[src/design/hstc_pkg.sv]
// Shared types, constants and binary32 helper functions of the tensor block.
`default_nettype none
package hstc_pkg;

  // Control group handed from an arithmetic front end to the rounder.
  typedef struct packed {
    logic        special;
    logic [31:0] bits;
    logic        sign;
  } rnd_ctl_t;

  localparam logic [31:0] QNAN_POS    = 32'h7FC0_0000;
  localparam logic [31:0] QNAN_NEG    = 32'hFFC0_0000;
  localparam logic [31:0] FP_ONE      = 32'h3F80_0000;
  localparam logic [31:0] QUIET_BIT   = 32'h0040_0000;
  // Smallest binary32 magnitude that is not below 1e-11.
  localparam logic [30:0] SMALL_LIMIT = 31'h2D2F_EC00;

  localparam int unsigned LAT_MUL = 4;
  localparam int unsigned LAT_DIV = 9;
  localparam int unsigned LAT_ADD = 5;

  localparam int unsigned IN_W     = 64;
  localparam int unsigned OUT_W    = 128;
  localparam int unsigned CFG_IDXW = 2;

  localparam logic [CFG_IDXW-1:0] REG_RATIO   = 2'd0;
  localparam logic [CFG_IDXW-1:0] REG_THICK   = 2'd1;
  localparam logic [CFG_IDXW-1:0] REG_CURRENT = 2'd2;

  function automatic logic is_nan(input logic [31:0] x);
    return (&x[30:23]) && (|x[22:0]);
  endfunction

  function automatic logic is_inf(input logic [31:0] x);
    return (&x[30:23]) && !(|x[22:0]);
  endfunction

  function automatic logic is_zero(input logic [31:0] x);
    return !(|x[30:0]);
  endfunction

  function automatic logic [31:0] quiet(input logic [31:0] x);
    return x | QUIET_BIT;
  endfunction

  // Significand with the hidden bit, zero for subnormals.
  function automatic logic [23:0] sig(input logic [31:0] x);
    return {|x[30:23], x[22:0]};
  endfunction

  // Effective biased exponent: subnormals share the exponent of the smallest normal.
  function automatic logic [7:0] bexp(input logic [31:0] x);
    return (x[30:23] == 8'd0) ? 8'd1 : x[30:23];
  endfunction

endpackage
`default_nettype wire

[src/design/hstc_round.sv]
// Three-stage normalise and round-to-nearest-even unit producing binary32.
`default_nettype none
module hstc_round #(
  parameter int unsigned W  = 28,
  parameter int unsigned EW = 10
) (
  input  wire                     clk_i,
  input  wire                     en_i,
  input  wire hstc_pkg::rnd_ctl_t ctl_i,
  input  wire  [W-1:0]            mag_i,
  input  wire  signed [EW-1:0]    exp_i,
  output logic [31:0]             res_o
);
  localparam int unsigned LZW = $clog2(W + 1);
  localparam logic signed [EW-1:0] WIDTH_S = EW'(W);
  localparam logic signed [EW-1:0] EXP_MAX = EW'(255);
  localparam logic signed [EW-1:0] EXP_MIN = EW'(1);

  hstc_pkg::rnd_ctl_t ctl1_q, ctl2_q;
  logic [W-1:0]         mag1_q, m2_q, m2_d, norm;
  logic signed [EW-1:0] exp1_q, be, sh;
  logic [LZW-1:0]       lz_d, lz1_q;
  logic                 zero1_q, zero2_q, st2_q, st2_d, ovf2_q;
  logic [7:0]           ef2_q, ef2_d;
  logic [23:0]          top;
  logic                 grd, stk, inc;
  logic [30:0]          pack, sum;
  logic [31:0]          res_d, res_q;

  // Leading-zero count; the highest set bit wins.
  always_comb begin
    lz_d = LZW'(W);
    for (int i = 0; i < W; i++) begin
      if (mag_i[i]) lz_d = LZW'(W - 1 - i);
    end
  end

  always_ff @(posedge clk_i) begin
    if (en_i) begin
      ctl1_q  <= ctl_i;
      mag1_q  <= mag_i;
      exp1_q  <= exp_i;
      lz1_q   <= lz_d;
      zero1_q <= !(|mag_i);
    end
  end

  // Normalise, then denormalise when the exponent falls below the normal range.
  always_comb begin
    norm  = mag1_q << lz1_q;
    be    = exp1_q - EW'(lz1_q);
    sh    = EXP_MIN - be;
    m2_d  = norm;
    st2_d = 1'b0;
    ef2_d = be[7:0];
    if (be < EXP_MIN) begin
      ef2_d = 8'd0;
      if (sh >= WIDTH_S) begin
        m2_d  = '0;
        st2_d = |norm;
      end else begin
        m2_d  = norm >> sh;
        st2_d = |(norm & ~({W{1'b1}} << sh));
      end
    end
  end

  always_ff @(posedge clk_i) begin
    if (en_i) begin
      ctl2_q  <= ctl1_q;
      zero2_q <= zero1_q;
      m2_q    <= m2_d;
      st2_q   <= st2_d;
      ef2_q   <= ef2_d;
      ovf2_q  <= (be >= EXP_MAX);
    end
  end

  // Round; a carry out of the fraction steps the exponent up, up to infinity.
  always_comb begin
    top  = m2_q[W-1 -: 24];
    grd  = m2_q[W-25];
    stk  = st2_q | (|m2_q[W-26:0]);
    inc  = grd & (stk | top[0]);
    pack = {ef2_q, top[22:0]};
    sum  = pack + 31'(inc);
    if (ctl2_q.special)  res_d = ctl2_q.bits;
    else if (zero2_q)    res_d = {ctl2_q.sign, 31'd0};
    else if (ovf2_q)     res_d = {ctl2_q.sign, 8'hFF, 23'd0};
    else                 res_d = {ctl2_q.sign, sum};
  end

  always_ff @(posedge clk_i) begin
    if (en_i) res_q <= res_d;
  end

  assign res_o = res_q;
endmodule
`default_nettype wire

[src/design/hstc_fmul.sv]
// Pipelined binary32 multiplier: product stage followed by the rounder.
`default_nettype none
module hstc_fmul (
  input  wire         clk_i,
  input  wire         en_i,
  input  wire  [31:0] a_i,
  input  wire  [31:0] b_i,
  output logic [31:0] res_o
);
  localparam int unsigned EW = 12;

  hstc_pkg::rnd_ctl_t   ctl_d, ctl_q;
  logic [47:0]          prod_q;
  logic signed [EW-1:0] xe_d, xe_q;
  logic                 sgn;

  always_comb begin
    sgn           = a_i[31] ^ b_i[31];
    ctl_d.sign    = sgn;
    ctl_d.special = 1'b1;
    ctl_d.bits    = {sgn, 31'd0};
    if (hstc_pkg::is_nan(a_i))      ctl_d.bits = hstc_pkg::quiet(a_i);
    else if (hstc_pkg::is_nan(b_i)) ctl_d.bits = hstc_pkg::quiet(b_i);
    else if ((hstc_pkg::is_inf(a_i) && hstc_pkg::is_zero(b_i)) ||
             (hstc_pkg::is_zero(a_i) && hstc_pkg::is_inf(b_i)))
      ctl_d.bits = hstc_pkg::QNAN_NEG;
    else if (hstc_pkg::is_inf(a_i) || hstc_pkg::is_inf(b_i))
      ctl_d.bits = {sgn, 8'hFF, 23'd0};
    else if (hstc_pkg::is_zero(a_i) || hstc_pkg::is_zero(b_i))
      ctl_d.bits = {sgn, 31'd0};
    else
      ctl_d.special = 1'b0;
    xe_d = EW'(hstc_pkg::bexp(a_i)) + EW'(hstc_pkg::bexp(b_i)) - EW'(126);
  end

  always_ff @(posedge clk_i) begin
    if (en_i) begin
      ctl_q  <= ctl_d;
      prod_q <= hstc_pkg::sig(a_i) * hstc_pkg::sig(b_i);
      xe_q   <= xe_d;
    end
  end

  hstc_round #(.W(48), .EW(EW)) u_round (
    .clk_i (clk_i),
    .en_i  (en_i),
    .ctl_i (ctl_q),
    .mag_i (prod_q),
    .exp_i (xe_q),
    .res_o (res_o)
  );
endmodule
`default_nettype wire

[config.mk]
export PLATFORM = sky130hd
export DESIGN_NAME = hstc_fmul
export DESIGN_NICKNAME = d
export VERILOG_FILES = /design/src/design/hstc_pkg.sv /design/src/design/hstc_round.sv /design/src/design/hstc_fmul.sv
export SDC_FILE = /design/constraint.sdc
export NUM_CORES = 2
export LEC_CHECK = 0
export BUFFER_PORTS_ARGS = -buffer_cell sky130_fd_sc_hd__buf_2
export CAP_MARGIN = 10
export CORE_ASPECT_RATIO = 1.1
export CORE_UTILIZATION = 50
export CTS_CLUSTER_DIAMETER = 60
export DETAILED_ROUTE_END_ITERATION = 16
export HOLD_SLACK_MARGIN = 0.03
export PLACE_DENSITY = 0.78
export SYNTH_ARGS = -nofsm -noshare
export SYNTH_HDL_FRONTEND = slang
export SYNTH_HIERARCHICAL = 1
export SYNTH_SLANG_ARGS = --single-unit
[constraint.sdc]
create_clock -name clk_i -period 10.3 [get_ports clk_i]
set_input_delay 1.03 -clock clk_i [delete_from_list [all_inputs] [get_ports clk_i]]
set_output_delay 1.03 -clock clk_i [all_outputs]
set_load 0.005 [all_outputs]
**After elaboration in Yosys (flattened, before gate mapping)**

Index checks and enable logic that the tools add are counted.

- Bits in registers: 319
- Input bits: 66
- Output and inout port bits: 32
- Logic and storage cells: 140

- Add/sub/neg operators: 5
- Multiply operators: 1
- Order comparisons: 3
- Shift operators: 3
- Mux-type cells: 60
- Bitwise gates (word level): 6
- Reduce and logical (&&, ||, !) cells: 35

Operators by type and width:

| cell | number |
|---|---|
| $mux W5 | 32 |
| $reduce_or A48 Y1 | 3 |
| $mux W32 | 4 |
| $mux W47 | 2 |
| $mux W31 | 3 |
| $reduce_or A23 Y1 | 3 |
| $reduce_or A31 Y1 | 2 |
| $and A48 B48 Y48 | 1 |
| $mul A24 B24 Y48 | 1 |
| $not A48 Y48 | 1 |
| $shl A48 B12 Y48 const A | 1 |
| $shl A48 B6 Y48 | 1 |
| $shr A48 B12 Y47 | 1 |
| $mux W4 | 8 |
| $reduce_or A32 Y1 | 1 |
| $add A31 B1 Y31 | 1 |
| $reduce_or A8 Y1 | 3 |
| $logic_not A8 Y1 | 2 |
| $mux W8 | 2 |
| $reduce_and A8 Y1 | 2 |
| $reduce_or A16 Y1 | 1 |
| $ge A12 B7 Y1 const B | 1 |
| $ge A12 B9 Y1 const B | 1 |
| $lt A12 B2 Y1 const B | 1 |
| other kinds (16) | 35 |

**Depth between registers and ports, before layout**

- Word-level depth: 47
- Mapped depth: 26
- Gate-level depth less buffers: 24

**By module**

Netlist, hierarchy kept.

Modules (own cells, without submodules):

| module | instances | cells each | area an instance (µm²) | sequential area each (µm²) |
|---|---|---|---|---|
| hstc_fmul | 1 | 2452 | 22783.1 | 2762.6 |
| hstc_round | 1 | 1757 | 17450.5 | 6756.5 |

**Least setup slack after synthesis**

Ideal clock, no wire load.

- Path type: input-to-reg
- Start: input port b_i[25]
- End: register prod_q[46] (data pin)
- Setup time: 265 ps
- Data arrival time: 7169 ps
- Required time: 10035 ps
- Slack: 2867 ps
- Stages on the path: 22
- Path buffers: 2
- Cell sequence: nor4_1 > nand2_1 > clkbuf_1 > and2_1 > fa_1 > inv_1 > fa_1 > fa_1 > fa_1 > fa_1 > fa_1 > inv_1 > fa_1 > ha_1 > clkbuf_1 > nand2_1 > a311oi_1 > nand3_1 > a31oi_1 > nor2_1 > nor4_1 > nor3_1

- Longest elaborated chain between the ends: 2

Ends and longest elaborated chain:

| element | line | text |
|---|---|---|
| start: declaration | hstc_fmul.sv:7 | `input wire [31:0] b_i,` |
| $reduce_or A8 Y1 | hstc_pkg.sv:49 | `return {\|x[30:23], x[22:0]};` |
| $mul A24 B24 Y48 | hstc_fmul.sv:39 | `prod_q <= hstc_pkg::sig(a_i) * hstc_pkg::sig(b_i);` |
| end signal: assignment | hstc_fmul.sv:39 |  |
| end: declaration | hstc_fmul.sv:13 | `logic [47:0] prod_q;` |

Every way passes these cells.
A chain may end at the register's enable or synchronous reset.

**Final worst setup path**

- Start: input port a_i[30]
- End: register prod_q[40] (data pin)

- Longest elaborated chain between the ends: 2

Ends and longest elaborated chain:

| element | line | text |
|---|---|---|
| start: declaration | hstc_fmul.sv:6 | `input wire [31:0] a_i,` |
| $reduce_or A8 Y1 | hstc_pkg.sv:49 |  |
| $mul A24 B24 Y48 | hstc_fmul.sv:39 |  |

Every way passes these cells.

==> flow_summary_export.csv <==
group,metric,value,unit
status,outcome,"completed",
logic_synthesis,syn-num-nets,4957,
worst_setup_path,cp_max_fo,23,
timing,worst_slew_pin_slew,1.227,ns
cells_and_area,syn_to_final_growth,5.523,%
detailed_routing,wire_per_inst,24.65,um
hold_path,min_path_type,"reg2reg",
cells_and_area,finish.utilization,53.52,%
worst_setup_path,startpoint_type,"input pin",
logic_synthesis,ys_ff_latch,317,
floorplan,die_h,299.5,um
placement,place_ws,2.078,ns
clocking,cts_tree,"done",
timing,fmax,130.7,MHz
logic_synthesis,ys_warn_count,6,
cells_and_area,fin_nets,4874,
floorplan,die-area,81610,um^2
detailed_routing,drc_errors,0,
logic_synthesis,synthArstFlopShare,0,%
logic_synthesis,yosysMostFrequentCell,"inv_1",
clocking,ctsResizeCount,0,
worst_setup_path,cp_top_family,"adder cells",
placement,dp.cells,5133,
logic_synthesis,seq_area_frac_synth,23.66,%
floorplan,coreArea,79320,um^2
clocking,cts_setup_buffers,0,
timing,period_minus_slack,7.653,ns
worst_setup_path,slowest_delay,0.50,ns
cells_and_area,fin_cells,5196,
grt,grt_pass1_wl,197300,um
timing,skew,0.02769,ns
worst_setup_path,path_class,"in2reg",
logic_synthesis,synth_edf_count,317,
worst_setup_path,r2r-start,"u_round/lz1_q[1]",
worst_setup_path,crit_required,10.60,ns
hold_path,min_from,"ctl_q[27]",
clocking,clock_path_buffers,3,
timing,hold_violations,0,
clocking,clkTransAtPathRegs,0.06,ns
worst_setup_path,critPathBufInv,4,
clocking,hold_buffers,0,
floorplan,io_pins,98,
timing,grt_setup_unrepaired,"false",
placement,gp_congestion,1.023,
placement,place_hpwl,97630,um
timing,slew_violations,0,
clocking,ctsHtreeMaxLevel,2,
worst_setup_path,crit_path_end_kind,"flop",
worst_setup_path,crit_start,"a_i[30]",
worst_setup_path,cp_data_arrival_time,7.95,ns
timing,fin_crit_sh,74.30,%
logic_synthesis,synth_cells,4209,
grt,grt_pass1_vias,33080,
grt,antenna_found_initial,2,
timing,finalSetupTns,0,ns
cells_and_area,drive_gt1_share,9.371,%
timing,finalSetupViolations,0,
cells_and_area,n_antenna_cell,0,
detailed_routing,antenna_left,0,
placement,place.port_buffers,97,
grt,grt_usage,31.68,%
floorplan,start_util,50.72,%
cells_and_area,fill_cells,7009,
logic_synthesis,syn_area,40230,um^2
worst_setup_path,slowest_stage,"fa_1",
logic_synthesis,synthTopCellsByArea,"fa_1, edfxtp_1, ha_1, inv_1, nand2_1",
timing,slew_headroom,17.87,%
clocking,cts_buffers,36,
detailed_routing,drt_pass1_iterations,7,
detailed_routing,vias,32590,
detailed_routing,wl,128100,um
grt,grt_start_max_net_pins,183,
logic_synthesis,synth_top_area_cell,"fa_1",
logic_synthesis,synth_commonest_cells,"inv_1, nand2_1, fa_1",
grt,grt_overflow,0,
logic_synthesis,ys.flop_type,"edfxtp_1",
worst_setup_path,crit_top_cell,"fa_1",
logic_synthesis,synth_cell_types,103,
floorplan,dieWidth,272.5,um
logic_synthesis,synth_top_area_share,24.08,%
detailed_routing,routed_via_density,6.272,
clocking,cts_root_buf,"clkbuf_16",
timing,fin_ws,2.647,ns
job,drv_cap,0,
logic_synthesis,synth.avg_cell_area,9.559,um^2
detailed_routing,drtIter0Drc,3271,
clocking,cts_sinks,317,
clocking,clk_latency,0.57,ns
worst_setup_path,crit_chain,"buf_2, nor4_1, nand2_1, or2_2, buf_4, and2_1, fa_1, fa_1, fa_1, inv_1, fa_1, fa_1, inv_1, fa_1, fa_1, ha_1, a21oi_1, o21ai_0, a21boi_0, o22ai_1, o311ai_1, a31oi_1, xor2_1",
floorplan,rows,108,
per-layer routing:
layer  up-vias  global-route usage (%)  wire [um]
li1      14080                       -          -
met1     16370                   39.89      48550
met2      1712                   52.08      61200
met3       425                   5.800      10700
met4         2                   16.45       7594
met5         -                       0         13
registers in the layout, summed over array words and instances (netlist names):
register         cells
ctl_q               34
prod_q              48
u_round/ctl1_q      34
u_round/ctl2_q      34
u_round/ef2_q        8
u_round/exp1_q      12
u_round/lz1_q        6
u_round/m2_q        47
u_round/mag1_q      48
u_round/ovf2_q       1
u_round/res_o       32
u_round/st2_q        1
u_round/zero1_q      1
u_round/zero2_q      1
xe_q                10
through the flow:
step / hold slack [ns] / area (um^2)
finish: 0.4140 / 42460
global placement: 0.4003 / 41340
floorplan: 0.4003 / 40230
detailed placement: 0.4045 / 41340
global route: 0.4170 / 42460
CTS: 0.4137 / 42460
worst paths after layout:
kind                         to  slack (ns)  depth (start not counted)
min reg2reg  u_round/ctl1_q[27]        0.41                          0
max reg2reg    u_round/m2_q[32]        3.99                         17
min          u_round/ctl1_q[27]        0.41                          0
max                  prod_q[40]        2.65                         23
logic make-up (layout without fill, tap and decap cells):
family	Yosys count	in the layout	synth area share, %
multiplexers	237	237	8.182
flip-flops	317	317	23.66
adder cells (fa/ha/maj)	685	685	30.31
XOR/XNOR	91	91	2.053
buffers and inverters	838	780	8.095
AND/OR/NAND/NOR	1363	1363	16.32
AO/OA/AOI/OAI	678	678	11.38
placed cells by master (no fill, tap or decap), drive strengths merged, types with 42 or more instances in the layout:
master,n
nand3,50
o21ai,150
mux2i,108
edfxtp,317
buf,146
and2,264
nor2,233
nand2,539
inv,574
a21oi,158
xnor2,51
clkbuf,42
ha,198
mux2,62
fa,484
o22ai,47
nor3,67
mux4,67
cell type report:
type                            count  area (um^2)  area share [%]
Multi-Input combinational cell   3054        27490           64.75
Sequential cell                   317         9519           22.42
Inverter                          571         2143           5.048
Tap cell                         1045         1308           3.080
Clock buffer                       42        923.4           2.175
Timing Repair Buffer              146        875.8           2.063
Clock inverter                     21        195.2          0.4597
Power is left out: the tool's default activity adds up to more than one toggle a clock period on the data nets, which glitch-free logic cannot reach.
