<file path="src/design/hstc_pkg.sv">
// Shared types, constants and binary32 helper functions of the tensor block.
`default_nettype none
package hstc_pkg;

  // Control group handed from an arithmetic front end to the rounder.
  typedef struct packed {
    logic        special;
    logic [31:0] bits;
    logic        sign;
  } rnd_ctl_t;

  localparam logic [31:0] QNAN_POS    = 32'h7FC0_0000;
  localparam logic [31:0] QNAN_NEG    = 32'hFFC0_0000;
  localparam logic [31:0] FP_ONE      = 32'h3F80_0000;
  localparam logic [31:0] QUIET_BIT   = 32'h0040_0000;
  // Smallest binary32 magnitude that is not below 1e-11.
  localparam logic [30:0] SMALL_LIMIT = 31'h2D2F_EC00;

  localparam int unsigned LAT_MUL = 4;
  localparam int unsigned LAT_DIV = 9;
  localparam int unsigned LAT_ADD = 5;

  localparam int unsigned IN_W     = 64;
  localparam int unsigned OUT_W    = 128;
  localparam int unsigned CFG_IDXW = 2;

  localparam logic [CFG_IDXW-1:0] REG_RATIO   = 2'd0;
  localparam logic [CFG_IDXW-1:0] REG_THICK   = 2'd1;
  localparam logic [CFG_IDXW-1:0] REG_CURRENT = 2'd2;

  function automatic logic is_nan(input logic [31:0] x);
    return (&x[30:23]) && (|x[22:0]);
  endfunction

  function automatic logic is_inf(input logic [31:0] x);
    return (&x[30:23]) && !(|x[22:0]);
  endfunction

  function automatic logic is_zero(input logic [31:0] x);
    return !(|x[30:0]);
  endfunction

  function automatic logic [31:0] quiet(input logic [31:0] x);
    return x | QUIET_BIT;
  endfunction

  // Significand with the hidden bit, zero for subnormals.
  function automatic logic [23:0] sig(input logic [31:0] x);
    return {|x[30:23], x[22:0]};
  endfunction

  // Effective biased exponent: subnormals share the exponent of the smallest normal.
  function automatic logic [7:0] bexp(input logic [31:0] x);
    return (x[30:23] == 8'd0) ? 8'd1 : x[30:23];
  endfunction

endpackage
`default_nettype wire

</file>
<file path="src/design/hstc_round.sv">
// Three-stage normalise and round-to-nearest-even unit producing binary32.
`default_nettype none
module hstc_round #(
  parameter int unsigned W  = 28,
  parameter int unsigned EW = 10
) (
  input  wire                     clk_i,
  input  wire                     en_i,
  input  wire hstc_pkg::rnd_ctl_t ctl_i,
  input  wire  [W-1:0]            mag_i,
  input  wire  signed [EW-1:0]    exp_i,
  output logic [31:0]             res_o
);
  localparam int unsigned LZW = $clog2(W + 1);
  localparam logic signed [EW-1:0] WIDTH_S = EW'(W);
  localparam logic signed [EW-1:0] EXP_MAX = EW'(255);
  localparam logic signed [EW-1:0] EXP_MIN = EW'(1);

  hstc_pkg::rnd_ctl_t ctl1_q, ctl2_q;
  logic [W-1:0]         mag1_q, m2_q, m2_d, norm;
  logic signed [EW-1:0] exp1_q, be, sh;
  logic [LZW-1:0]       lz_d, lz1_q;
  logic                 zero1_q, zero2_q, st2_q, st2_d, ovf2_q;
  logic [7:0]           ef2_q, ef2_d;
  logic [23:0]          top;
  logic                 grd, stk, inc;
  logic [30:0]          pack, sum;
  logic [31:0]          res_d, res_q;

  // Leading-zero count; the highest set bit wins.
  always_comb begin
    lz_d = LZW'(W);
    for (int i = 0; i < W; i++) begin
      if (mag_i[i]) lz_d = LZW'(W - 1 - i);
    end
  end

  always_ff @(posedge clk_i) begin
    if (en_i) begin
      ctl1_q  <= ctl_i;
      mag1_q  <= mag_i;
      exp1_q  <= exp_i;
      lz1_q   <= lz_d;
      zero1_q <= !(|mag_i);
    end
  end

  // Normalise, then denormalise when the exponent falls below the normal range.
  always_comb begin
    norm  = mag1_q << lz1_q;
    be    = exp1_q - EW'(lz1_q);
    sh    = EXP_MIN - be;
    m2_d  = norm;
    st2_d = 1'b0;
    ef2_d = be[7:0];
    if (be < EXP_MIN) begin
      ef2_d = 8'd0;
      if (sh >= WIDTH_S) begin
        m2_d  = '0;
        st2_d = |norm;
      end else begin
        m2_d  = norm >> sh;
        st2_d = |(norm & ~({W{1'b1}} << sh));
      end
    end
  end

  always_ff @(posedge clk_i) begin
    if (en_i) begin
      ctl2_q  <= ctl1_q;
      zero2_q <= zero1_q;
      m2_q    <= m2_d;
      st2_q   <= st2_d;
      ef2_q   <= ef2_d;
      ovf2_q  <= (be >= EXP_MAX);
    end
  end

  // Round; a carry out of the fraction steps the exponent up, up to infinity.
  always_comb begin
    top  = m2_q[W-1 -: 24];
    grd  = m2_q[W-25];
    stk  = st2_q | (|m2_q[W-26:0]);
    inc  = grd & (stk | top[0]);
    pack = {ef2_q, top[22:0]};
    sum  = pack + 31'(inc);
    if (ctl2_q.special)  res_d = ctl2_q.bits;
    else if (zero2_q)    res_d = {ctl2_q.sign, 31'd0};
    else if (ovf2_q)     res_d = {ctl2_q.sign, 8'hFF, 23'd0};
    else                 res_d = {ctl2_q.sign, sum};
  end

  always_ff @(posedge clk_i) begin
    if (en_i) res_q <= res_d;
  end

  assign res_o = res_q;
endmodule
`default_nettype wire

</file>
<file path="src/design/hstc_fadd.sv">
// Pipelined binary32 adder: align stage, add stage, then the rounder.
`default_nettype none
module hstc_fadd (
  input  wire         clk_i,
  input  wire         en_i,
  input  wire  [31:0] a_i,
  input  wire  [31:0] b_i,
  output logic [31:0] res_o
);
  localparam int unsigned EW = 10;

  hstc_pkg::rnd_ctl_t ctl_d, ctl1_q, ctl2_d, ctl2_q;
  logic [31:0] lg, sm;
  logic [7:0]  d;
  logic [26:0] ext, al_d, al1_q, big1_q;
  logic [7:0]  el1_q;
  logic        sub1_q, zs1_q;
  logic [27:0] m_d, m2_q;
  logic signed [EW-1:0] xe2_q;

  always_comb begin
    ctl_d.special = 1'b1;
    ctl_d.bits    = a_i;
    if (hstc_pkg::is_nan(a_i))      ctl_d.bits = hstc_pkg::quiet(a_i);
    else if (hstc_pkg::is_nan(b_i)) ctl_d.bits = hstc_pkg::quiet(b_i);
    else if (hstc_pkg::is_inf(a_i) && hstc_pkg::is_inf(b_i) && (a_i[31] != b_i[31]))
      ctl_d.bits = hstc_pkg::QNAN_NEG;
    else if (hstc_pkg::is_inf(a_i)) ctl_d.bits = a_i;
    else if (hstc_pkg::is_inf(b_i)) ctl_d.bits = b_i;
    else                            ctl_d.special = 1'b0;

    if (a_i[30:0] >= b_i[30:0]) begin
      lg = a_i;
      sm = b_i;
    end else begin
      lg = b_i;
      sm = a_i;
    end
    // The result takes the sign of the larger addend.
    ctl_d.sign = lg[31];
    d   = hstc_pkg::bexp(lg) - hstc_pkg::bexp(sm);
    ext = {hstc_pkg::sig(sm), 3'b000};
    if (d >= 8'd27) begin
      al_d = {26'd0, |ext};
    end else begin
      al_d    = ext >> d;
      al_d[0] = al_d[0] | (|(ext & ~({27{1'b1}} << d)));
    end
  end

  always_ff @(posedge clk_i) begin
    if (en_i) begin
      ctl1_q <= ctl_d;
      big1_q <= {hstc_pkg::sig(lg), 3'b000};
      al1_q  <= al_d;
      el1_q  <= hstc_pkg::bexp(lg);
      sub1_q <= a_i[31] ^ b_i[31];
      zs1_q  <= a_i[31] & b_i[31];
    end
  end

  // An exact zero sum is negative only when both addends are negative.
  always_comb begin
    if (sub1_q) m_d = {1'b0, big1_q} - {1'b0, al1_q};
    else        m_d = {1'b0, big1_q} + {1'b0, al1_q};
    ctl2_d      = ctl1_q;
    ctl2_d.sign = (m_d == 28'd0) ? zs1_q : ctl1_q.sign;
  end

  always_ff @(posedge clk_i) begin
    if (en_i) begin
      ctl2_q <= ctl2_d;
      m2_q   <= m_d;
      xe2_q  <= EW'(el1_q) + EW'(1);
    end
  end

  hstc_round #(.W(28), .EW(EW)) u_round (
    .clk_i (clk_i),
    .en_i  (en_i),
    .ctl_i (ctl2_q),
    .mag_i (m2_q),
    .exp_i (xe2_q),
    .res_o (res_o)
  );
endmodule
`default_nettype wire

</file>
<file path="config.mk">
export PLATFORM = sky130hd
export DESIGN_NAME = hstc_fadd
export DESIGN_NICKNAME = d
export VERILOG_FILES = /design/src/design/hstc_pkg.sv /design/src/design/hstc_round.sv /design/src/design/hstc_fadd.sv
export SDC_FILE = /design/constraint.sdc
export NUM_CORES = 1
export LEC_CHECK = 0
export ABC_CLOCK_PERIOD_IN_PS = 5500
export BUFFER_PORTS_ARGS = -buffer_cell sky130_fd_sc_hd__clkbuf_2
export CORE_MARGIN = 2
export CORE_UTILIZATION = 39
export CTS_CLUSTER_SIZE = 40
export DETAILED_ROUTE_END_ITERATION = 16
export GPL_TIMING_DRIVEN = 0
export PLACE_DENSITY_LB_ADDON = 0.15
export SLEW_MARGIN = 30
export SYNTH_ARGS = -nofsm -noshare
export SYNTH_HDL_FRONTEND = slang
export SYNTH_HIERARCHICAL = 1
export SYNTH_SLANG_ARGS = --single-unit
</file>
<file path="constraint.sdc">
create_clock -name clk_i -period 5.5 [get_ports clk_i]
set_input_delay 0.275 -clock clk_i [delete_from_list [all_inputs] [get_ports clk_i]]
set_output_delay 0.275 -clock clk_i [all_outputs]
set_load 0.005 [all_outputs]
</file>
# == After elaboration in Yosys (flattened, before gate mapping) ==
# Index checks and enable logic that the tools add are counted.
# op_classes
addsub,7
n_lt_le_gt_ge,5
n_eq_ne,1
shifts,5
muxes,46
bitwise,10
reduce_logical,30
# ops
op,count
$mux W32,7
$mux W31,3
$reduce_or A28 Y1,3
$mux W4,16
$mux W27,2
$reduce_or A23 Y1,2
$add A31 B1 Y31,1
$ge A31 B31 Y1,1
$reduce_or A31 Y1,1
$add A27 B27 Y28,1
$and A28 B28 Y28,1
$logic_not A28 Y1,1
$mux W28,1
$not A28 Y28,1
$shl A28 B10 Y28 const A,1
$shl A28 B5 Y28,1
$shr A28 B10 Y27,1
$sub A27 B27 Y28,1
$and A27 B27 Y27,1
$not A27 Y27,1
$reduce_or A27 Y1,1
$shl A27 B8 Y27 const A,1
$shr A27 B8 Y27,1
$mux W3,8
other kinds (24),46
# word_totals
regBits,349
input_bits,66

# == Logic depth before layout (Yosys ltp) ==
# logic_depth
depth_word,27
mapped_depth,28
mapped_depth_nobuf,25

# == Cells and area by module ==
# The synthesis kept the hierarchy.
# by_module_without_submodules
module,n_inst,cells_each,area_per_inst_um2,seq_area_each_um2
hstc_fadd,1,1277,12690.9,4984.8
hstc_round,1,975,10928.0,5465.2

# == Worst setup path before layout ==
# No wires, ideal clock.
# synth_path
path_kind,input-to-reg
start,in a_i[0]
end,"reg al1_q[0], data pin"
setup_time_ns,0.268
arrival_time_ns,5.689
required_ns,5.232
setup_slack_ns,-0.456
path_stages,27
n_path_buf,3
cell_sequence,inv_1 -> ha_1 -> nand2b_1 -> a2111oi_0 -> nor4bb_1 -> o311ai_2 -> nand2_1 -> buf_2 -> clkbuf_1 -> o21ai_0 -> nor4_1 -> and2_1 -> nor2_1 -> ha_1 -> inv_1 -> fa_1 -> a211oi_1 -> nor2_1 -> xnor2_1 -> o21ai_1 -> nor3_1 -> clkbuf_1 -> o2111ai_1 -> a32oi_1 -> o2111ai_1 -> nor4_1 -> o211ai_1
# synth_via
elab_chain_cells,11
elab_cells_between_ends,18
classes_between,1 x add/sub; 2 x order compare; 2 x shift; 5 x mux; 3 x bitwise; 5 x reduce/logical
# synth_lines
element,line_no,rtl
"start, declared",hstc_fadd.sv:6,"input wire [31:0] a_i,"
$ge A31 B31 Y1,hstc_fadd.sv:32,if (a_i[30:0] >= b_i[30:0]) begin
$mux W32 / $mux W31 (equally long branches),hstc_fadd.sv:32,
$logic_not A8 Y1,hstc_pkg.sv:54,return (x[30:23] == 8'd0) ? 8'd1 : x[30:23];
"$mux W8, on equally long branches",--,
$sub A8 B8 Y8,hstc_fadd.sv:41,d = hstc_pkg::bexp(lg) - hstc_pkg::bexp(sm);
$shl A27 B8 Y27,hstc_fadd.sv:47,al_d[0] = al_d[0] | (|(ext & ~({27{1'b1}} << d)));
$not A27 Y27,hstc_fadd.sv:47,
$and A27 B27 Y27,hstc_fadd.sv:47,
$reduce_or A27 Y1,hstc_fadd.sv:47,
$or A1 B1 Y1,hstc_fadd.sv:47,
$mux W1 (*),hstc_fadd.sv:43,if (d >= 8'd27) begin
via al_d[0],hstc_fadd.sv:15,"logic [26:0] ext, al_d, al1_q, big1_q;"
"end signal, assigned",hstc_fadd.sv:55,al1_q <= al_d;
"end, declared",hstc_fadd.sv:15,
# Mark *: on every way through the listed nets, which the timed path passes. The rest lies on a longest branch.
# A chain may end at the register's enable or synchronous reset.

# == Final worst setup path ==
# Ends and elaborated chain as after synthesis.

==> summary.txt <==
Status
  – Status: completed

Detailed routing
  – Via count: 19700
  – 1st-pass router iterations: 8
  – WL/cell: 25.7 microns
  – Antenna viol nets, final: 0
  – DRC: 0
  – Post-Route WL: 83.2 mm
  – Vias per cell: 6.08
  – Initial drt markers: 1973

CTS
  – Cts hold-fix bufs: 0
  – Clk buf depth: 3
  – Clock-pin slew on the worst setup and hold paths: ~0.060 ns
  – # H-tree levels: 2
  – CTS tree: yes
  – Worst-Skew Late Latency: 0.53 ns
  – CTS Buf Count: 36
  – Clk sinks: roughly 350
  – CTS root buffer: clkbuf_16

Setup path
  – Crit-path slowest cell: a2111oi_4
  – Most common cell on crit path: buf_12
  – Kind of critical path: in -> reg
  – CP max stage delay: 0.39 ns
  – Critical path launch point type: primary input
  – Worst Setup End Kind: flip-flop
  – Critical path data required time: 5.71 ns
  – Worst EP arrival: 5.68 ns
  – Crit-path max FO: 6

Yosys
  – Post-synthesis cell count: 2252
  – Share of flip-flops with an asynchronous set or reset: 0
  – Synth area leader: edfxtp_1
  – Mapped cell area: 23600 sq um
  – Register area share after synthesis: 0.442
  – Area fraction of the dominant cell type after synthesis: 0.442
  – Ys Warns: 6
  – Primary FF master, synth: edfxtp_1
  – Most instantiated library cell after synthesis: edfxtp_1
  – Post-synth EDFFs: 348
  – Synth top area cells: edfxtp_1 44%, mux4_2 5.5%, ha_1 5.1%
  – Number of synthesized register bits: approximately 350
  – Post-Syn Nets: 2418
  – Post-synth cell types: 124
  – Top cells by count, synth: 348 x edfxtp_1, 223 x nand2_1, 175 x nor2_1
  – Syn Area/Cell: 10.5 sq um

Global routing
  – Largest net degree at the start of global routing: 82
  – Met3 Track Usage GR: 0.0298
  – Grt met1 use: 0.325
  – First-pass GRT wire length: 123 mm
  – Overall Global Routing Usage: 0.260
  – Initial antenna violation count: 0
  – Top Usage Layer GRT: met2
  – GRT overflow: 0
  – Met2 Use GR: 0.440
  – Vias in the first global route: between 15000 and 20000

Placed design
  – DP HPWL: 64.3 mm
  – Port Buffer Count: slightly below 100
  – Gpl congestion: 0.975

Floorplanning
  – Row count: 90
  – CORE AREA: 60100 sq um
  – Io pins: just under 100
  – Die width: around 250 microns
  – Die area: 62500 sq um
  – Initial Util: 0.393
  – Die extent in y: 250 microns

Pwr
  – Leak: 10.1 nW
  – Post-layout total power: 0.0107 W
  – Maximum VDD drop: 258 uV
  – Power per cell area: 386 nW/um^2

Timing
  – Setup TNS: 0 ns
  – RSZ-0062 raised after global routing: true
  – Clock Skew: 0.0178 ns
  – Worst-Margin Slew: around 0.91 ns
  – Slew HR: 0.396
  – Fmax: ~180 MHz
  – Final Setup Violations: 0
  – Max Slew Vio Count: 0
  – Fin crit period: 5.47 ns
  – Final Cycle Share: 0.995
  – Final hold viol count: 0

Finish
  – Synth-to-layout area growth: 17.6%
  – Final Core Density: 0.462
  – Share of layout cells above drive strength 1: 0.220
  – # diodes: 0
  – Final net count: roughly 2600

Min path
  – Hold crit path type: in -> reg

Run
  – Maxcap violations: 0
## worst paths after layout
check | from | end | slack [ns] | cells after the start
setup / recovery | a_i[0] | al1_q[0]$_DFFE_PP_ | 0.03 | 30
hold / removal | b_i[9] | ctl1_q[10]$_DFFE_PP_ | 0.12 | 2
setup reg to reg | u_round/lz1_q[1]$_SDFFCE_PP0P_ | u_round/m2_q[12]$_DFFE_PP_ | 0.26 | 15
hold reg to reg | u_round/ctl1_q[22]$_DFFE_PP_ | u_round/ctl2_q[22]$_DFFE_PP_ | 0.40 | 0
## metal layers
| layer | vias to the layer above | part of all wire |
|---|---|---|
| met5 | - | 0 |
| met4 | 0 | 0.062 |
| met3 | 248 | 0.058 |
| met2 | 930 | 0.49 |
| met1 | 9549 | 0.40 |
| li1 | 8969 | - |
## cell type report
class | instances | area, sq um
buffer | 114 | 636
clock buffer | 41 | 941
clock inverter | 20 | 234
fill | 5651 | 32300
inverter | 108 | 415
multi-input combinational | 1678 | 13000
sequential | 348 | 10500
tap | 782 | 978
timing repair buffer | 150 | 1120
## cells in the final DEF (no fill, tap or decap), drive strengths merged, types with 11 or more instances in the layout
cell / instances
nor3: 65
a31oi: 11
inv: 108
nand4: 23
edfxtp: 348
nand2: 225
nand2b: 29
o31ai: 18
ha: 97
o221ai: 17
mux2i: 82
nand3: 58
mux2: 49
o2111ai: 11
nor4: 36
mux4: 58
o21a: 12
a211oi: 38
clkinv: 15
xor2: 27
buf: 112
and3: 21
o211ai: 32
nor2b: 12
or2: 26
clkbuf: 193
o22ai: 21
or3: 23
nor2: 176
a221oi: 11
and2: 16
a21oi: 109
a21o: 13
xnor2: 42
o21ai: 172
## critical path, delay by kind of cell
kind                     cells  cell delay, ns
AO/OA/AOI/OAI                9            2.03
AND/OR/NAND/NOR             10            1.49
buffers and inverters        7            0.90
adder cells (fa/ha/maj)      3            0.59
multiplexers                 1            0.37
## through the flow
step,setup slack [ns],instances,hold slack [ns],instance area [sq um]
finish,0.0271,3241,0.117,27800
global route,-0.176,3241,0.0943,27800
CTS,0.0176,3221,0.111,27300
floorplan,0.0146,2252,0.387,23700
detailed placement,-2.96,3135,0.405,25300
global placement,-3.47,3131,0.401,25100
## cells by family after synthesis
group                    count (synthesis)  share of synthesized area
AO/OA/AOI/OAI                          565                      0.164
XOR/XNOR                                70                     0.0280
adder cells (fa/ha/maj)                100                     0.0539
buffers and inverters                  226                     0.0388
flip-flops                             348                      0.442
multiplexers                           189                      0.114
other                                    1                   0.000159
AND/OR/NAND/NOR                        753                      0.159
## report_power, final
| group | switching [W] | total, W | internal, W |
|---|---|---|---|
| clock network | 0.000962 | 0.00242 | 0.00146 |
| logic | 0.00308 | 0.00481 | 0.00173 |
| registers | 0.000201 | 0.00350 | 0.00330 |
## flip-flops by register name (all words and copies together), names as in the netlist
register,flops
u_round/ctl2_q,34
zs1_q,1
ctl1_q,34
u_round/ovf2_q,1
u_round/lz1_q,5
u_round/ef2_q,8
u_round/mag1_q,28
al1_q,27
u_round/m2_q,27
big1_q,24
u_round/zero2_q,1
u_round/exp1_q,10
u_round/res_o,32
ctl2_q,34
xe2_q,9
el1_q,8
u_round/ctl1_q,34
sub1_q,1
m2_q,28
u_round/st2_q,1
u_round/zero1_q,1
## timing repair
item                                    4_1_cts  5_1_grt
pin swaps                                    39       48
resized for setup                           128      112
setup buffers                                27       22
endpoints found under the setup margin       27       23
No activity file was read; power rests on OpenSTA's default activity.
