File: config.mk
export PLATFORM = sky130hd
export DESIGN_NAME = hstc_fdiv
export DESIGN_NICKNAME = d
export VERILOG_FILES = /design/src/design/hstc_pkg.sv /design/src/design/hstc_round.sv /design/src/design/hstc_fdiv.sv
export SDC_FILE = /design/constraint.sdc
export NUM_CORES = 2
export LEC_CHECK = 0
export BUFFER_PORTS_ARGS = -buffer_cell sky130_fd_sc_hd__buf_4
export CELL_PAD_IN_SITES_DETAIL_PLACEMENT = 1
export CELL_PAD_IN_SITES_GLOBAL_PLACEMENT = 1
export CORE_MARGIN = 2
export CORE_UTILIZATION = 25
export CTS_CLUSTER_SIZE = 8
export DETAILED_ROUTE_END_ITERATION = 6
export GPL_TIMING_DRIVEN = 0
export PLACE_DENSITY = 0.53
export SLEW_MARGIN = 20
export SYNTH_ARGS = -nofsm -noshare
export SYNTH_HDL_FRONTEND = slang
export SYNTH_HIERARCHICAL = 1
export SYNTH_SLANG_ARGS = --single-unit
File: constraint.sdc
create_clock -name clk_i -period 69.5 [get_ports clk_i]
set_input_delay 6.95 -clock clk_i [delete_from_list [all_inputs] [get_ports clk_i]]
set_output_delay 6.95 -clock clk_i [all_outputs]
set_load 0.005 [all_outputs]
File: src/design/hstc_pkg.sv
// Shared types, constants and binary32 helper functions of the tensor block.
`default_nettype none
package hstc_pkg;

  // Control group handed from an arithmetic front end to the rounder.
  typedef struct packed {
    logic        special;
    logic [31:0] bits;
    logic        sign;
  } rnd_ctl_t;

  localparam logic [31:0] QNAN_POS    = 32'h7FC0_0000;
  localparam logic [31:0] QNAN_NEG    = 32'hFFC0_0000;
  localparam logic [31:0] FP_ONE      = 32'h3F80_0000;
  localparam logic [31:0] QUIET_BIT   = 32'h0040_0000;
  // Smallest binary32 magnitude that is not below 1e-11.
  localparam logic [30:0] SMALL_LIMIT = 31'h2D2F_EC00;

  localparam int unsigned LAT_MUL = 4;
  localparam int unsigned LAT_DIV = 9;
  localparam int unsigned LAT_ADD = 5;

  localparam int unsigned IN_W     = 64;
  localparam int unsigned OUT_W    = 128;
  localparam int unsigned CFG_IDXW = 2;

  localparam logic [CFG_IDXW-1:0] REG_RATIO   = 2'd0;
  localparam logic [CFG_IDXW-1:0] REG_THICK   = 2'd1;
  localparam logic [CFG_IDXW-1:0] REG_CURRENT = 2'd2;

  function automatic logic is_nan(input logic [31:0] x);
    return (&x[30:23]) && (|x[22:0]);
  endfunction

  function automatic logic is_inf(input logic [31:0] x);
    return (&x[30:23]) && !(|x[22:0]);
  endfunction

  function automatic logic is_zero(input logic [31:0] x);
    return !(|x[30:0]);
  endfunction

  function automatic logic [31:0] quiet(input logic [31:0] x);
    return x | QUIET_BIT;
  endfunction

  // Significand with the hidden bit, zero for subnormals.
  function automatic logic [23:0] sig(input logic [31:0] x);
    return {|x[30:23], x[22:0]};
  endfunction

  // Effective biased exponent: subnormals share the exponent of the smallest normal.
  function automatic logic [7:0] bexp(input logic [31:0] x);
    return (x[30:23] == 8'd0) ? 8'd1 : x[30:23];
  endfunction

endpackage
`default_nettype wire

File: src/design/hstc_round.sv
// Three-stage normalise and round-to-nearest-even unit producing binary32.
`default_nettype none
module hstc_round #(
  parameter int unsigned W  = 28,
  parameter int unsigned EW = 10
) (
  input  wire                     clk_i,
  input  wire                     en_i,
  input  wire hstc_pkg::rnd_ctl_t ctl_i,
  input  wire  [W-1:0]            mag_i,
  input  wire  signed [EW-1:0]    exp_i,
  output logic [31:0]             res_o
);
  localparam int unsigned LZW = $clog2(W + 1);
  localparam logic signed [EW-1:0] WIDTH_S = EW'(W);
  localparam logic signed [EW-1:0] EXP_MAX = EW'(255);
  localparam logic signed [EW-1:0] EXP_MIN = EW'(1);

  hstc_pkg::rnd_ctl_t ctl1_q, ctl2_q;
  logic [W-1:0]         mag1_q, m2_q, m2_d, norm;
  logic signed [EW-1:0] exp1_q, be, sh;
  logic [LZW-1:0]       lz_d, lz1_q;
  logic                 zero1_q, zero2_q, st2_q, st2_d, ovf2_q;
  logic [7:0]           ef2_q, ef2_d;
  logic [23:0]          top;
  logic                 grd, stk, inc;
  logic [30:0]          pack, sum;
  logic [31:0]          res_d, res_q;

  // Leading-zero count; the highest set bit wins.
  always_comb begin
    lz_d = LZW'(W);
    for (int i = 0; i < W; i++) begin
      if (mag_i[i]) lz_d = LZW'(W - 1 - i);
    end
  end

  always_ff @(posedge clk_i) begin
    if (en_i) begin
      ctl1_q  <= ctl_i;
      mag1_q  <= mag_i;
      exp1_q  <= exp_i;
      lz1_q   <= lz_d;
      zero1_q <= !(|mag_i);
    end
  end

  // Normalise, then denormalise when the exponent falls below the normal range.
  always_comb begin
    norm  = mag1_q << lz1_q;
    be    = exp1_q - EW'(lz1_q);
    sh    = EXP_MIN - be;
    m2_d  = norm;
    st2_d = 1'b0;
    ef2_d = be[7:0];
    if (be < EXP_MIN) begin
      ef2_d = 8'd0;
      if (sh >= WIDTH_S) begin
        m2_d  = '0;
        st2_d = |norm;
      end else begin
        m2_d  = norm >> sh;
        st2_d = |(norm & ~({W{1'b1}} << sh));
      end
    end
  end

  always_ff @(posedge clk_i) begin
    if (en_i) begin
      ctl2_q  <= ctl1_q;
      zero2_q <= zero1_q;
      m2_q    <= m2_d;
      st2_q   <= st2_d;
      ef2_q   <= ef2_d;
      ovf2_q  <= (be >= EXP_MAX);
    end
  end

  // Round; a carry out of the fraction steps the exponent up, up to infinity.
  always_comb begin
    top  = m2_q[W-1 -: 24];
    grd  = m2_q[W-25];
    stk  = st2_q | (|m2_q[W-26:0]);
    inc  = grd & (stk | top[0]);
    pack = {ef2_q, top[22:0]};
    sum  = pack + 31'(inc);
    if (ctl2_q.special)  res_d = ctl2_q.bits;
    else if (zero2_q)    res_d = {ctl2_q.sign, 31'd0};
    else if (ovf2_q)     res_d = {ctl2_q.sign, 8'hFF, 23'd0};
    else                 res_d = {ctl2_q.sign, sum};
  end

  always_ff @(posedge clk_i) begin
    if (en_i) res_q <= res_d;
  end

  assign res_o = res_q;
endmodule
`default_nettype wire

File: src/design/hstc_fdiv.sv
// Pipelined binary32 divider: restoring quotient stages followed by the rounder.
`default_nettype none
module hstc_fdiv (
  input  wire         clk_i,
  input  wire         en_i,
  input  wire  [31:0] a_i,
  input  wire  [31:0] b_i,
  output logic [31:0] res_o
);
  localparam int unsigned EW     = 10;
  localparam int unsigned QW     = 27;
  localparam int unsigned STAGES = 4;
  localparam int unsigned SPS    = 7;

  hstc_pkg::rnd_ctl_t ctl_d, ctl_u_q;
  logic [23:0] a_u_q, b_u_q;
  logic [7:0]  ea_u_q, eb_u_q;
  logic        sgn;

  always_comb begin
    sgn           = a_i[31] ^ b_i[31];
    ctl_d.sign    = sgn;
    ctl_d.special = 1'b1;
    ctl_d.bits    = {sgn, 31'd0};
    if (hstc_pkg::is_zero(b_i)) begin
      if (hstc_pkg::is_nan(a_i) || hstc_pkg::is_zero(a_i)) ctl_d.bits = hstc_pkg::QNAN_POS;
      else                                                  ctl_d.bits = {sgn, 8'hFF, 23'd0};
    end else if (hstc_pkg::is_nan(a_i)) ctl_d.bits = hstc_pkg::quiet(a_i);
    else if (hstc_pkg::is_nan(b_i))     ctl_d.bits = hstc_pkg::quiet(b_i);
    else if (hstc_pkg::is_inf(a_i) && hstc_pkg::is_inf(b_i)) ctl_d.bits = hstc_pkg::QNAN_NEG;
    else if (hstc_pkg::is_inf(a_i))     ctl_d.bits = {sgn, 8'hFF, 23'd0};
    else if (hstc_pkg::is_inf(b_i) || hstc_pkg::is_zero(a_i)) ctl_d.bits = {sgn, 31'd0};
    else                                ctl_d.special = 1'b0;
  end

  always_ff @(posedge clk_i) begin
    if (en_i) begin
      ctl_u_q <= ctl_d;
      a_u_q   <= hstc_pkg::sig(a_i);
      b_u_q   <= hstc_pkg::sig(b_i);
      ea_u_q  <= hstc_pkg::bexp(a_i);
      eb_u_q  <= hstc_pkg::bexp(b_i);
    end
  end

  // Normalise subnormal significands so both carry their leading one at bit 23.
  logic [4:0]           lza, lzb;
  logic signed [EW-1:0] ean, ebn;

  always_comb begin
    lza = 5'd0;
    lzb = 5'd0;
    for (int i = 0; i < 24; i++) begin
      if (a_u_q[i]) lza = 5'(23 - i);
      if (b_u_q[i]) lzb = 5'(23 - i);
    end
    ean = EW'(ea_u_q) - EW'(lza);
    ebn = EW'(eb_u_q) - EW'(lzb);
  end

  hstc_pkg::rnd_ctl_t   ctl_s_q [STAGES+1];
  logic [25:0]          r_s_q   [STAGES+1];
  logic [QW-1:0]        q_s_q   [STAGES+1];
  logic [23:0]          b_s_q   [STAGES+1];
  logic signed [EW-1:0] xe_s_q  [STAGES+1];

  always_ff @(posedge clk_i) begin
    if (en_i) begin
      ctl_s_q[0] <= ctl_u_q;
      r_s_q[0]   <= 26'(a_u_q << lza);
      q_s_q[0]   <= '0;
      b_s_q[0]   <= b_u_q << lzb;
      xe_s_q[0]  <= ean - ebn + EW'(127);
    end
  end

  // Each stage resolves up to SPS quotient bits, most significant first; the last stage resolves the remaining six.
  for (genvar k = 0; k < STAGES; k++) begin : g_stage
    localparam int HI = QW - 1 - SPS * k;
    logic [25:0]   r_d;
    logic [QW-1:0] q_d;

    always_comb begin
      r_d = r_s_q[k];
      q_d = q_s_q[k];
      for (int j = 0; j < SPS; j++) begin
        if (HI - j >= 0) begin
          if (r_d >= 26'(b_s_q[k])) begin
            r_d         = r_d - 26'(b_s_q[k]);
            q_d[HI - j] = 1'b1;
          end
          r_d = r_d << 1;
        end
      end
    end

    always_ff @(posedge clk_i) begin
      if (en_i) begin
        ctl_s_q[k+1] <= ctl_s_q[k];
        r_s_q[k+1]   <= r_d;
        q_s_q[k+1]   <= q_d;
        b_s_q[k+1]   <= b_s_q[k];
        xe_s_q[k+1]  <= xe_s_q[k];
      end
    end
  end

  hstc_round #(.W(QW + 1), .EW(EW)) u_round (
    .clk_i (clk_i),
    .en_i  (en_i),
    .ctl_i (ctl_s_q[STAGES]),
    .mag_i ({q_s_q[STAGES], |r_s_q[STAGES]}),
    .exp_i (xe_s_q[STAGES]),
    .res_o (res_o)
  );
endmodule
`default_nettype wire

* Word-level counts from Yosys, hierarchy flattened
Memory sizes are Yosys's and may differ from the RTL's. A register that Yosys moved wholly into a read port is not among the register bits. Index checks and enable logic that the tools add are counted.
Operators by class: add/sub/neg operators 34, order comparisons 30, shifts and indexed selects 5, mux-type cells 144, bitwise logic cells 7, reductions and logical operators 31
Operators with widths (count):
- $ge 26x24->1 | 27
- $mux 25 | 27
- $sub 25x24->25 | 27
- $mux 5 | 48
- $mux 32 | 6
- $mux 31 | 3
- $mux 4 | 16
- $reduce_or 31->1 | 2
- $reduce_or 28->1 | 2
- $mux 27 | 2
- $reduce_or 53->1 | 1
- $reduce_or 23->1 | 2
- $mux 1 | 32
- $add 31x1->31 | 1
- $and 28x28->28 | 1
- $not 28->28 | 1
- $shl 28x10->28 const A | 1
- $shl 28x5->28 | 1
- $shr 28x10->27 | 1
- $reduce_or 26->1 | 1
- $shl 24x5->26 | 1
- $mux 3 | 8
- $reduce_or 8->1 | 3
- $shl 24x5->24 | 1
- 23 further kinds | 36
Storage, ports and cells: bits in registers 236, RAM bits 605, input bits 66, word-level logic and storage cells 279, memories 5
Memories:
- ctl_s_q | words 5, bits a word 34, read ports 5, clocked after memory_dff 1, wr ports 5, line hstc_fdiv.sv:61 | hstc_pkg::rnd_ctl_t ctl_s_q [STAGES+1];
- q_s_q | words 5, bits a word 27, read ports 5, clocked after memory_dff 0, wr ports 5, line hstc_fdiv.sv:63 | logic [QW-1:0] q_s_q [STAGES+1];
- r_s_q | words 5, bits a word 26, read ports 5, clocked after memory_dff 0, wr ports 5, line hstc_fdiv.sv:62 | logic [25:0] r_s_q [STAGES+1];
- b_s_q | words 5, bits a word 24, read ports 4, clocked after memory_dff 0, wr ports 5, line hstc_fdiv.sv:64 | logic [23:0] b_s_q [STAGES+1];
- xe_s_q | words 5, bits a word 10, read ports 5, clocked after memory_dff 1, wr ports 5, line hstc_fdiv.sv:65 | logic signed [EW-1:0] xe_s_q [STAGES+1];

* Logic depth before layout (Yosys ltp)
An unclocked memory read counts as a cell.
word-level depth 29, depth in mapped cells 114

* Hierarchy
The synthesis kept the hierarchy.
Modules (own cells, without submodules):
- hstc_fdiv | times used 1, cells an instance 6586, area each 59605.9 µm², sequential area each 18287.5 µm²
- hstc_round | times used 1, cells an instance 1016, area each 11110.7 µm², sequential area each 5465.2 µm²

* Least setup slack after synthesis
Ideal clock, no wire load.
path kind reg2reg, from mem b_s_q[2][0], in the netlist b_s_q[0][48], to mem r_s_q[3][3], in the netlist r_s_q[0][81] (data pin), library setup time 269 ps, arrival 22610 ps, slack 46621 ps, stages on the path, launching flop included 111, cell sequence edfxtp_1 buf_2 buf_1 clkinv_1 fa_1 a21oi_1 o211ai_1 o211ai_1 nand3_1 a311oi_4 clkbuf_1 clkbuf_1 buf_1 nand2_1 o31ai_1 ha_1 o21ai_0 a21oi_1 (+75 left out) o21bai_1 a21o_1 a21oi_1 o21ai_0 a21oi_1 o21ai_0 a21oi_1 o21ai_0 a21oi_1 o31ai_1 a2111oi_0 nor3_1 or4_1 a21o_1 buf_6 a21oi_4 buf_6 o221ai_2
RTL lines (line):
- start: declaration | hstc_fdiv.sv:64
- end: declaration | hstc_fdiv.sv:62

==> metrics.md <==
| Metric | Value |
|---|---|
| Max cap viols | `0` |
| Largest cells by area after synthesis | `edfxtp_1 34%, ha_1 12%, a21oi_1 5.1%, xnor2_1 4.8%, mux2_2 4.4%` |
| Slowest stage cell, crit path | `a2111oi_0` |
| Number of H-tree levels | `3` |
| NumNets Final | `8560` |
| Dominant cell type by count on the critical path | `a21oi_1` |
| Post-Syn Area per Cell | `9.30 sq um` |
| Mapped cell area | `70700 sq um` |
| Max Slew Vio Count | `0` |
| Actual slew at the worst max-slew pin | `1.14 ns` |
| Largest net degree at the start of global routing | `107` |
| Yosys top cell area share | `0.336` |
| Worst slack, placed | `37.24 ns` |
| Number of flops mapped to enable cells by yosys | `791` |
| Post-CTS sizing | `0` |
| Share of cells above drive strength 1 | `0.0948` |
| Initial DRC Count | `3537` |
| Worst Hold Class | `reg2reg` |
| Total number of vias | `59900` |
| Port Buffers | `97` |
| Main flop type after synthesis | `edfxtp_1` |
| Setup ws final | `36.96 ns` |
| Crit path kind | `reg2reg` |
| Crit share post-route | `0.468` |
| Cells on worst reg2reg path | `109` |
| TNS Setup | `0 ns` |
| Max incr delay on CP | `0.66 ns` |
| R2R Path Start | `b_s_q[0][48]$_DFFE_PP_` |
| Fmax | `30.7 MHz` |
| Die H | `536 um` |
| DP HPWL | `200 mm` |
| Row count | `195` |
| # clock sinks | `791` |
| RSZ-0062 raised after global routing | `false` |
| Max Root-Sink Buffers | `3` |
| Synth Register Bits | `791` |
| Final Wtd Congestion | `0.863` |
| First-pass GRT wire length | `377 mm` |
| Top-level I/O count | `98` |
| DRC viols | `0` |
| Number of global-route vias before repair | `61900` |
| Critical path arrival | `33.05 ns` |
| Routed vias/inst | `5.16` |
| Top cells by count, synth | `791 x edfxtp_1, 720 x a21oi_1, 661 x ha_1` |
| Number of routed nets with antenna violations | `0` |
| Post-Route Skew | `0.0882 ns` |
| Synthesis warning total | `6` |
| CTS Root Cell | `clkbuf_16` |
| Hold EP | `q_s_q[0][75]$_DFFE_PP_` |
| Post-CTS Setup Inserts | `0` |
| Hold path cells | `0` |
| Synthesized netlist cell count | `7602` |
| DR WL/cell | `21.3 um` |
| Critical path fanouts, max | `11` |
| Area grow syn2layout | `12.4%` |
| R2r setup slk | `36.96 ns` |
| Initial antenna violation count | `11` |
| Relative slew slack | `0.238` |
| Netlist cell types | `116` |
| CTS tree | `built` |
| Post-synthesis sequential area ratio | `0.336` |
| Core area | `282000 sq um` |
| Hold Violations, Final | `0` |
| Crit path time final | `32.54 ns` |
| Clk Latency, worst-skew pair | `0.75 ns` |
| Drt pass-1 iters | `5` |
| Asr flop ratio synth | `0` |
| Die area | `287000 sq um` |
| Count leader, synth | `edfxtp_1` |
| Initial core utilization | `0.251` |
| Area leader, netlist | `edfxtp_1` |
| RR Endpoint | `r_s_q[0][99]$_DFFE_PP_` |
| Min-delay src | `q_s_q[0][48]$_DFFE_PP_` |
| Clock transition at path regs | `0.05 ns` |
| TritonCTS buffer count | `112` |
| Critical Path RT | `70.00 ns` |
| Total Wirelength | `247 mm` |
| # setup viols final | `0` |
| Overflow after GRT | `0` |
| Startpoint types | `flip-flop` |
| Status | `complete, no violations` |
| Tot GR Track Use | `0.167` |
| Crit. End Element | `flip-flop` |
| Final Core Density | `0.282` |
| Die Wd | `536 um` |
| Cts-stage hold buffer count | `0` |
[layout by cell type (no fill, tap or decap), types with 27 or more instances in the layout]
cell type and n:
ha_1 661, or2_2 37, a21oi_1 720, and3_1 69, xnor2_1 389, a211oi_1 63
a22o_1 27, and2_1 73, o211ai_1 66, buf_1 36, xor2_1 186, o21a_1 127
a21o_1 224, nand4_1 78, nor4_1 63, nand2_1 614, inv_1 360, mux4_2 47
clkbuf_1 141, a31oi_1 62, nor3_1 156, nor2_1 617, a21boi_0 27, mux2_1 28
buf_2 30, o21ai_0 434, or3_1 51, mux2i_1 137, buf_4 110, o21bai_1 110
a211o_1 34, o31ai_1 60, nand2b_1 109, nand3_1 159, edfxtp_1 791, clkbuf_16 112
nor2b_1 84, mux2_2 279
[per-layer routing]
layer	up-vias	GRT usage	routed length, um
met1	29700	0.224	116000
met4	0	0.0402	5630
met5	-	0	0
met3	268	0.0139	7250
li1	28900	-	-
met2	945	0.289	118000
[cell type report]
type,instances,area [sq um]
Buffer,218,933
Timing Repair Buffer,107,968
Antenna cell,2,5.00
Fill cell,32600,202000
Sequential cell,791,23800
Multi-Input combinational cell,6212,44600
Clock buffer,117,2820
Inverter,382,1440
Tap cell,3743,4680
Clock inverter,18,249
[flip-flops by register name, summed over array words and instances, names as in the netlist]
register         cells
u_round/mag1_q      28
u_round/exp1_q      10
a_u_q               24
u_round/m2_q        27
xe_s_q              50
eb_u_q               8
u_round/zero1_q      1
u_round/res_o       32
r_s_q              126
b_s_q               96
ctl_s_q            170
u_round/ctl2_q      34
q_s_q               69
u_round/lz1_q        5
ea_u_q               8
u_round/zero2_q      1
u_round/st2_q        1
u_round/ovf2_q       1
u_round/ctl1_q      34
u_round/ef2_q        8
b_u_q               24
ctl_u_q             34
[critical path: cells and delay by family (launching register included)]
family	cells	cell delay, ns
compound gates	59	15.00
fa+ha+maj	7	2.61
buf+inv	22	8.93
flops	1	0.55
mux	2	0.66
simple gates	19	4.44
[stage by stage]
step / area (sq um) / std cells / hold WS, ns
3_5_place_dp: 76400 / 11500 / 0.405
6_report: 79500 / 11600 / 0.367
4_1_cts: 79500 / 11600 / 0.357
2_1_floorplan: 70700 / 7603 / 0.400
3_3_place_gp: 76100 / 11400 / 0.400
5_1_grt: 79500 / 11600 / 0.374
[kinds of logic after synthesis]
logic type / count (synthesis) / share of synthesized area
AOI/OAI and AO/OA: 2266 / 0.207
and+or+nand+nor: 2199 / 0.148
DFF: 791 / 0.336
adders and majority gates: 672 / 0.120
buffers and inverters: 600 / 0.0335
xor gates and xnor gates: 576 / 0.0716
muxes: 497 / 0.0846
other: 1 / 0.0000530
[worst max-delay path by stage]
| stage | start | to | slack, ns | cells past startpoint |
|---|---|---|---|---|
| 2_1_floorplan | b_s_q[0][48]$_DFFE_PP_ | r_s_q[0][81]$_DFFE_PP_ | 46.62 | 110 |
| 3_3_place_gp | b_s_q[0][48]$_DFFE_PP_ | r_s_q[0][99]$_DFFE_PP_ | 37.16 | 109 |
| 3_5_place_dp | b_s_q[0][48]$_DFFE_PP_ | r_s_q[0][99]$_DFFE_PP_ | 37.24 | 107 |
| 4_1_cts | b_s_q[0][48]$_DFFE_PP_ | r_s_q[0][99]$_DFFE_PP_ | 36.96 | 107 |
| 5_1_grt | b_s_q[0][48]$_DFFE_PP_ | r_s_q[0][96]$_DFFE_PP_ | 34.63 | 110 |
| 6_report | b_s_q[0][48]$_DFFE_PP_ | r_s_q[0][99]$_DFFE_PP_ | 36.96 | 109 |
Power is left out: the tool's default activity adds up to more than one toggle a clock period on the data nets, which glitch-free logic cannot reach.
